[src/hw/rtl/lru_page_frame_table_unit_assert.svh]
// Assertion macros for the page frame table RTL.
// No dependencies; included by lru_page_frame_table_unit, which carries assertions.
`ifndef LRU_PAGE_FRAME_TABLE_UNIT_ASSERT_SVH
`define LRU_PAGE_FRAME_TABLE_UNIT_ASSERT_SVH

// same-cycle implication
`define LPFT_ASSERT_IMP(lbl, clk, rst, ante, cons, msg) \
   lbl: assert property (@(posedge clk) disable iff (rst) (ante) |-> (cons)) else $error(msg);

// next-cycle implication
`define LPFT_ASSERT_NXT(lbl, clk, rst, ante, cons, msg) \
   lbl: assert property (@(posedge clk) disable iff (rst) (ante) |=> (cons)) else $error(msg);

`endif

[src/hw/rtl/lpft_pkg.sv]
// Package for the page frame table: field widths, frame count, request kinds, sequencer states.
// No dependencies.
`default_nettype none
package lpft_pkg;
   localparam int KIND_W  = 2;
   localparam int PAGE_W  = 31;
   localparam int FRAME_W = 10;
   // frame count; a power of two, so the bucket hash is the low page bits
   localparam int FRAMES  = 1 << FRAME_W;

   localparam logic [KIND_W-1:0] KIND_FIX   = 2'd0;
   localparam logic [KIND_W-1:0] KIND_UNFIX = 2'd1;
   localparam logic [KIND_W-1:0] KIND_DIRTY = 2'd2;

   typedef enum logic [4:0] {
      S_CLEAR, S_IDLE, S_HASH_GO, S_HASH_WAIT, S_HEAD, S_FIRST, S_WALK_RD, S_WALK_CMP,
      S_MISS, S_HIT_RD, S_HIT_UPD, S_UNLINK, S_APPEND, S_APPEND_TAIL, S_EV_RD, S_EV_GET,
      S_RM_HEAD, S_RM_CHK, S_RM_RD, S_RM_CMP, S_RELOAD, S_RELOAD_Q, S_INSTALL, S_DIRTY,
      S_RESP
   } state_type;
endpackage
`default_nettype wire

[src/hw/rtl/lpft_hash.sv]
// Bucket hash unit: page id modulo the frame count, a power of two, so the low
// page bits, registered with a done pulse. Uses lpft_pkg.
`default_nettype none
module lpft_hash (
   input  wire logic                        clock,
   input  wire logic                        reset,
   input  wire logic                        start,
   input  wire logic [lpft_pkg::PAGE_W-1:0] value,
   output logic                             done,
   output logic [lpft_pkg::FRAME_W-1:0]     rem
);
   logic [lpft_pkg::FRAME_W-1:0] rem_ff, rem_in;
   logic                         done_ff, done_in;

   always_comb begin
      rem_in  = start ? value[lpft_pkg::FRAME_W-1:0] : rem_ff;
      done_in = start;
   end

   always_ff @(posedge clock) begin
      if (reset) begin
         done_ff <= 1'b0;
      end else begin
         done_ff <= done_in;
      end
      rem_ff <= rem_in;
   end

   assign done = done_ff;
   assign rem  = rem_ff;
endmodule
`default_nettype wire

[config.mk]
export PLATFORM = sky130hd
export DESIGN_NAME = lpft_hash
export DESIGN_NICKNAME = d
export VERILOG_FILES = /design/src/hw/rtl/lru_page_frame_table_unit_assert.svh /design/src/hw/rtl/lpft_pkg.sv /design/src/hw/rtl/lpft_hash.sv
export SDC_FILE = /design/constraint.sdc
export NUM_CORES = 1
export LEC_CHECK = 0
export BUFFER_PORTS_ARGS = -buffer_cell sky130_fd_sc_hd__buf_2
export CAP_MARGIN = 20
export CELL_PAD_IN_SITES_DETAIL_PLACEMENT = 1
export CELL_PAD_IN_SITES_GLOBAL_PLACEMENT = 1
export CORE_AREA = 2 2 40 49
export DETAILED_ROUTE_END_ITERATION = 10
export DIE_AREA = 0 0 42 51
export PLACE_DENSITY_LB_ADDON = 0.1
export SLEW_MARGIN = 30
export SYNTH_ARGS = -nofsm -noshare
export SYNTH_HDL_FRONTEND = slang
export SYNTH_SLANG_ARGS = --single-unit
[constraint.sdc]
create_clock -name clock -period 1.3 [get_ports clock]
set_clock_uncertainty 0.2 [all_clocks]
set_input_delay 0.26 -clock clock [delete_from_list [all_inputs] [get_ports clock]]
set_output_delay 0.26 -clock clock [all_outputs]
set_load 0.01 [all_outputs]
# Word level (Yosys, flattened, before mapping)

Index checks and enable logic that the tools add are counted.

Register bits after elaboration: 11
Bits of input ports: 34
Output and inout bits: 11
Word-level logic and storage cells: 2

# Logic depth before layout (Yosys ltp)

Gate-level depths: netlist of the first run.

Depth after elaboration: 0
Mapped depth: 1
Gate-level depth less buffers: 1

# Worst setup path after synthesis of the first run

Ideal clock, no wire load.

Kind: reg-to-output
Start: register rem_ff, in the netlist rem[0]
End: output rem[0] in the netlist's numbering
Arrival time: 0.394 ns
Data required time: 0.840 ns
Slack: 0.446 ns
Stages on the path, launching flop included: 1
Path buffers: 0
Cell sequence: edfxtp_1

RTL lines:

| element                | RTL line        | source |
|---|---|---|
| start, declared        | lpft_hash.sv:12 | `logic [lpft_pkg::FRAME_W-1:0] rem_ff, rem_in;` |
| start signal, assigned | lpft_hash.sv:26 | `rem_ff <= rem_in;` |
| end, declared          | lpft_hash.sv:10 | `output logic [lpft_pkg::FRAME_W-1:0] rem` |

No word-level cell between the ends.

# Final worst setup path of the first run

Start: register rem_ff, in the netlist rem[7]
End: output rem[7] in the netlist's numbering

No word-level cell between the ends.

==> results of run 1 <==
[cell usage in the layout (no fill, tap or decap)]
| master | Yosys | routed |
|---|---|---|
| clkbuf_1 | 0 | 1 |
| buf_2 | 0 | 23 |
| dlygate4sd3_1 | 0 | 11 |
| dfxtp_1 | 1 | 1 |
| nor2b_4 | 1 | 1 |
| edfxtp_1 | 10 | 10 |
| clkbuf_4 | 0 | 3 |
[cell type report]
cell class	count	area (sq um)	area share, %
Timing Repair Buffer	34	225	37.0
Clock buffer	4	26.3	4.31
Sequential cell	11	320	52.6
Tap cell	19	23.8	3.90
Multi-Input combinational cell	1	13.8	2.26
[kinds of logic after synthesis]
family        after synthesis  synth area share [%]
flops                      11                  95.9
simple gates                1                  4.12
[registers in the layout (all words and copies together) (netlist names)]
name / flops
done: 1
rem: 10
[worst max-delay path by stage]
stage,from,end,slack [ps]
finish,rem[7],rem[7],70
CTS,rem[7],rem[7],40
floorplan,rem[0],rem[0],450
global placement,start,rem[9],300
global route,rem[7],rem[7],10
detailed placement,start,rem[8],270
[power by group]
| group | switching, uW | internal [uW] | total (uW) |
|---|---|---|---|
| combinational | 37.9 | 53.2 | 91.1 |
| sequential | 5.72 | 415 | 421 |
| clock | 107 | 118 | 225 |
[per-stage QoR]
stage	util, %	total power (uW)	std cells
after floorplan	-	448	12
after global placement	27.5	493	54
after detailed placement	27.5	497	54
after CTS	35.4	757	69
after global routing	35.4	790	69
final	35.4	737	69
[layer usage]
layer  wire (microns)  GRT usage (%)
met2              498           15.6
met4                0           8.06
met3               61           2.12
met1              148           5.15
met5                0              0
==> flow_summary.toml, run 1 <==
[run_status]
status = "finished clean"

[timing]
tightestPinTransition_ps = 233
worst_slew_margin_rel_pct = 84.5
finalWorstSetupSlack_ps = 66.3
rsz0062_at_grt = "false"
max_freq_ghz = 0.811
timing.hold.ws_ps = 170
post-route-min-period_ps = 1230
finalHoldViolations = 0
maxSlewViolCount = 0
finalSetupTns_ps = 0
fin_crit_sh_pct = 94.9
setup_violations = 0

[synthesis]
netlist_area_sq_um = 334
yosys_warnings = 0
netlist.area_leader.share_pct = 89.9
ys_seq_area_share_pct = 95.9
syn_area_per_cell_sq_um = 27.8
synth_area_leaders = "edfxtp_1 (90%), dfxtp_1 (6.0%), nor2b_4 (4.1%)"
syn_inst = 12
ys_types = 3
yosysMostFrequentCell = "edfxtp_1"
synth_seq_cells = 11
synth_fp_nets = 46
synth_edf_count = 10
synth_common_cells = "edfxtp_1 (10), dfxtp_1 (1), nor2b_4 (1)"
yosys.area.top_type = "edfxtp_1"
synth-main-ff-cell = "edfxtp_1"
async_reset_ff_share_pct = 0

[global_routing]
antenna_found_initial = 0
first_global_vias = 303
grt_usage_pct = 7.79
grt_overflow_total = 0
grt_max_degree = 12
grt_first_pass_wirelength_microns = 1170

[route]
routed_wl_microns = 709
vias = 261
drt_iter0_markers = 0
ant_nets = 0
drc = 0
vias_per_cell = 3.78
firstDrtPassIters = 1
wire_per_inst_microns = 10.3

[hold_path]
hold_path_depth = 2
worstHoldStart = "start"
hold_path_end = "done"
hold_class = "input port to flop"

[worst_setup_path]
crit_fanout = 1
endpoint_kind = "output pin"
setup.worst_path.class = "flop to output pin"
cp_slowest_cell = "edfxtp_1"
path_cells = "buf_2"
worstPathArrival_ps = 770
crit_family = "flip-flops"
worst_ep_required_time_ps = 840
worst-path-buf-inv = 1
path_depth = 1
slowest_delay_ps = 370
start_kind = "flop"

[placement]
routabilityCongestion = 0.562
io_buffers = 23
pre_cts_ws_ps = 270
place_area_sq_um = 473

[job]
cap_violations = 0

[clock_network]
cts_root_buffer = "clkbuf_4"
cts.sinks = 11
htree_num_levels = 1
cts_setup_buffers = 0
clk_transition_reported_paths_ps = 70
cts_hold_buf = 11
tritoncts = "done"
cts_buffer_depth = 2
cts-buffers-inserted = 3
cts_resized = 0

[floorplanning]
boundaryPins = 45
chipWidth_microns = 42
core-area_sq_um = 1720
rows = 17
initial_core_util_pct = 19.4
die_height_microns = 51
dieArea_sq_um = 2140

[layout]
nets = 85
nFillCells = 180
drive_gt1_share_pct = 54.0
syn_to_final_growth_pct = 82.4
fin_area_sq_um = 609
diodes = 0

[pwr]
p_per_area_nw_per_um2 = 1210
p_leak_uw = 0.000266
vdd_ir_drop_max_uv = 477
Power figures use the tool's default switching activity.
==> run 2, diff against run 1 <==
ABC_AREA = 0   (was not set)
CORE_AREA = 2 2 43 53   (was 2 2 40 49)
DIE_AREA = 0 0 45 55   (was 0 0 42 51)
clock period = 1.1 ns   (was 1.3 ns; I/O delays follow)
==> run 2 against run 1 <==
Net effect: clock power increased by 20%; the run now ends with negative setup slack left; sequential power is 18% higher; utilization fell by 4.6 points; clock-buffer cell count unchanged; non-clock buffer count did not move; first-iteration DRC count is 2 higher; hold slack got worse by 42 ps; highest routed layer unchanged; largest power group unchanged; via count is 5.0% lower.
==> flow_summary.toml, run 2 (synthesis gave the netlist of run 1 again) <==
[run_status]
status = "finished with violations"
violations = "negative setup slack"

[timing]
fin_crit_sh_pct = 109
finalWorstSetupSlack_ps = -99.8
rsz0062_at_grt = "true"
max_freq_ghz = 0.834
maxSlewViolCount = 0
tightestPinTransition_ps = 242
setup_violations = 11
worst_slew_margin_rel_pct = 83.8
finalHoldViolations = 0
post-route-min-period_ps = 1200

[floorplanning]
core-area_sq_um = 1980
boundaryPins = 45
chipWidth_microns = 45
die_height_microns = 55
initial_core_util_pct = 16.9
rows = 18
dieArea_sq_um = 2480

[placement]
io_buffers = 23
place_inst = 55
routabilityCongestion = 0.526

[worst_setup_path]
crit_family = "flip-flops"
worst_ep_required_time_ps = 680
start_kind = "flop"
endpoint_kind = "output pin"
worst-path-buf-inv = 1
cp_slowest_cell = "edfxtp_1"
slowest_delay_ps = 370
critPathLaunch = "rem[5]"
path_depth = 1
crit_fanout = 1
setup.worst_path.class = "flop to output pin"
worstPathArrival_ps = 780
endpoint = "rem[5]"
path_cells = "buf_2"

[route]
drc = 0
vias = 248
ant_nets = 0
firstDrtPassIters = 2
wire_per_inst_microns = 9.74
vias_per_cell = 3.54
drt_iter0_markers = 2
routed_wl_microns = 682

[layout]
largest_register_ffs = 10
nets = 85
final_cells = 70
drive_gt1_share_pct = 54.0
layout_commonest_cell = "buf_2"
final_cell_mix = "buf_2 (23), dlygate4sd3_1 (11), edfxtp_1 (10)"
diodes = 0
syn_to_final_growth_pct = 82.8

[global_routing]
grt_max_degree = 12
grt_usage_pct = 5.92
grt_overflow_total = 0
antenna_found_initial = 0
grt_first_pass_wirelength_microns = 917
first_global_vias = 254

[clock_network]
tritoncts = "done"
cts_buffer_depth = 2
cts_resized = 0
clk_transition_reported_paths_ps = 70
cts-buffers-inserted = 3
cts.sinks = 11
cts_setup_buffers = 0
cts_root_buffer = "clkbuf_4"
htree_num_levels = 1

[pwr]
power_uw = 874
p_per_area_nw_per_um2 = 1430
vdd_ir_drop_max_uv = 586
p_leak_uw = 0.000266

[job]
cap_violations = 0

[hold_path]
hold_class = "input port to flop"
## run 2: repair_timing
| item | CTS | global route |
|---|---|---|
| hold buffers | 11 | 0 |
| cloned | 0 | 0 |
| setup endpoints to repair | 11 | 11 |
| pin swaps | 0 | 0 |
| hold endpoints to repair | 11 | 0 |
## run 2: report_power, final
part / leakage, uW / total [uW] / internal [uW] / switching (uW)
combinational: 0.000145 / 107 / 62.9 / 44.5
clock: 0.0000150 / 270 / 140 / 130
sequential: 0.000106 / 496 / 490 / 5.99
total: 0.000266 / 874 / 693 / 181
## run 2: worst min-delay path by stage
stage | end | cells after the start | from
floorplan | done | 1 | reset
global placement | rem[1] | 1 | value[1]
detailed placement | rem[8] | 1 | value[8]
CTS | done | 2 | start
global route | rem[5] | 1 | start
finish | done | 2 | start
## run 2: cell type report
cell class	count	area, sq um
repair buffers	34	225
multi-input cells	1	13.8
well taps	20	25.0
flip-flops and latches	11	320
fillers	226	1370
clock buffers	4	26.3
## run 2: metal layers
metal  global-route usage, %  up-vias  routed length, microns
met5                       0        -                       0
met4                    5.88        0                       0
met3                    2.92        0                      57
met2                    10.2       15                     404
met1                    4.63      111                     220
li1                        -      122                       -
## run 2: metrics by stage
| stage | area (sq um) | setup slack [ps] | TNS (ps) | hold WS, ps | utilization (%) |
|---|---|---|---|---|---|
| 2_1_floorplan | 334 | 286 | 0 | 84.3 | - |
| 3_3_place_gp | 474 | 123 | 0 | 196 | 23.9 |
| 3_5_place_dp | 474 | 106 | 0 | 199 | 23.9 |
| 4_1_cts | 611 | -127 | -1070 | 120 | 30.8 |
| 5_1_grt | 611 | -146 | -1280 | 129 | 30.8 |
| 6_report | 611 | -99.8 | -817 | 127 | 30.8 |
==> run 3, diff against run 2 <==
RECOVER_POWER = 100   (was not set)
==> run 3 against run 2 <==
Net effect: the flow still finishes with violations (negative setup slack); first-iteration DRC count unchanged; sequential power about the same; flip-flop and latch count unchanged; clock-buffer cell count unchanged; largest cell class unchanged.
==> flow_summary.toml, run 3 (synthesis gave the netlist of run 1 again) <==
[timing]
tightestPinTransition_ps = 566
setup_violations = 11
post-route-min-period_ps = 1200
finalHoldViolations = 0
max_freq_ghz = 0.834
fin_crit_sh_pct = 109
finalWorstSetupSlack_ps = -99.8
rsz0062_at_grt = "true"
maxSlewViolCount = 0
worst_slew_margin_rel_pct = 62.3

[floorplanning]
rows = 18
die_height_microns = 55
chipWidth_microns = 45
dieArea_sq_um = 2480
initial_core_util_pct = 16.9
boundaryPins = 45
core-area_sq_um = 1980

[clock_network]
cts.sinks = 11
cts-buffers-inserted = 3
cts_setup_buffers = 0
cts_resized = 0
htree_num_levels = 1
clk_transition_reported_paths_ps = 70
cts_root_buffer = "clkbuf_4"
cts_buffer_depth = 2
tritoncts = "done"

[global_routing]
first_global_vias = 254
grt_first_pass_wirelength_microns = 917
grt_max_degree = 12
grt_usage_pct = 5.92
grt_overflow_total = 0
antenna_found_initial = 0

[run_status]
status = "finished with violations"
violations = "negative setup slack"

[route]
wire_per_inst_microns = 9.76
drc = 0
vias = 248
ant_nets = 0
vias_per_cell = 3.54
firstDrtPassIters = 2
routed_wl_microns = 683
drt_iter0_markers = 2

[job]
cap_violations = 0

[layout]
multi_input_area_sq_um = 8.76
largest_register_ffs = 10
fin_area_sq_um = 604
final_cell_mix = "buf_2 (22), dlygate4sd3_1 (11), edfxtp_1 (10)"
layout_commonest_cell = "buf_2"
syn_to_final_growth_pct = 80.9
nets = 85
diodes = 0
drive_gt1_share_pct = 52.0
nFillCells = 228
register_area_sq_um = 320

[worst_setup_path]
crit_fanout = 1
endpoint_kind = "output pin"
start_kind = "flop"
setup.worst_path.class = "flop to output pin"
worst-path-buf-inv = 1
slowest_delay_ps = 370
cp_slowest_cell = "edfxtp_1"
worst_ep_required_time_ps = 680
worstPathArrival_ps = 780
path_cells = "buf_2"
crit_family = "flip-flops"

[placement]
routabilityCongestion = 0.526
place_area_sq_um = 474
io_buffers = 23

[pwr]
power_frac_seq_pct = 57.0
p_comb_share_pct = 12.0
p_int_uw = 692
switching_share_pct = 20.6
power_switching_uw = 180
vdd_ir_drop_max_uv = 586
power_uw = 871
p_leak_uw = 0.000259
p_per_area_nw_per_um2 = 1440
power_frac_clock_pct = 31.0

[hold_path]
hold_class = "input port to flop"
## run 3: cell count changes in the layout (fill, tap and decap cells not counted), sizes merged
cell	before	now
clkbuf	4	5
buf	23	22
## run 3: layout make-up
| class | instances | share of cell area, % |
|---|---|---|
| Tap cell | 20 | 4.14 |
| Timing Repair Buffer | 34 | 37.1 |
| Clock buffer | 4 | 4.35 |
| Sequential cell | 11 | 53.0 |
| Multi-Input combinational cell | 1 | 1.45 |
## run 3: worst paths after layout
check  slack, ps    from  depth (start not counted)      to
min          260   start                          1  rem[4]
max         -100  rem[5]                          1  rem[5]
## run 3: repair_timing
action / CTS / global route
pin swaps: 0 / 0
hold buffers: 11 / 0
setup endpoints to repair: 11 / 11
gates cloned: 0 / 0
hold endpoints to repair: 11 / 0
## run 3: metal layers
metal  wire, microns  up-vias  track usage [%]
met5               0        -                0
li1                -      122                -
met1             222      111             4.63
met2             404       15             10.2
met4               0        0             5.88
met3              57        0             2.92
## run 3: per-stage QoR
stage | TNS, ps | util (%) | setup WS [ps] | std cells | hold WS [ps]
detailed placement | 0 | 23.9 | 106 | 55 | 199
global placement | 0 | 23.9 | 123 | 55 | 196
global route | -1280 | 30.5 | -146 | 70 | 292
floorplan | 0 | - | 286 | 12 | 84.3
CTS | -1070 | 30.8 | -127 | 70 | 120
finish | -817 | 30.5 | -99.8 | 70 | 257
## run 3: power by group through the flow
stage,clock network (uW),logic (uW),registers [uW]
after global routing,311,114,498
after floorplan,0,3.22,526
final,270,105,497
after global placement,0,78.4,505
after CTS,291,110,497
after detailed placement,0,79.9,507
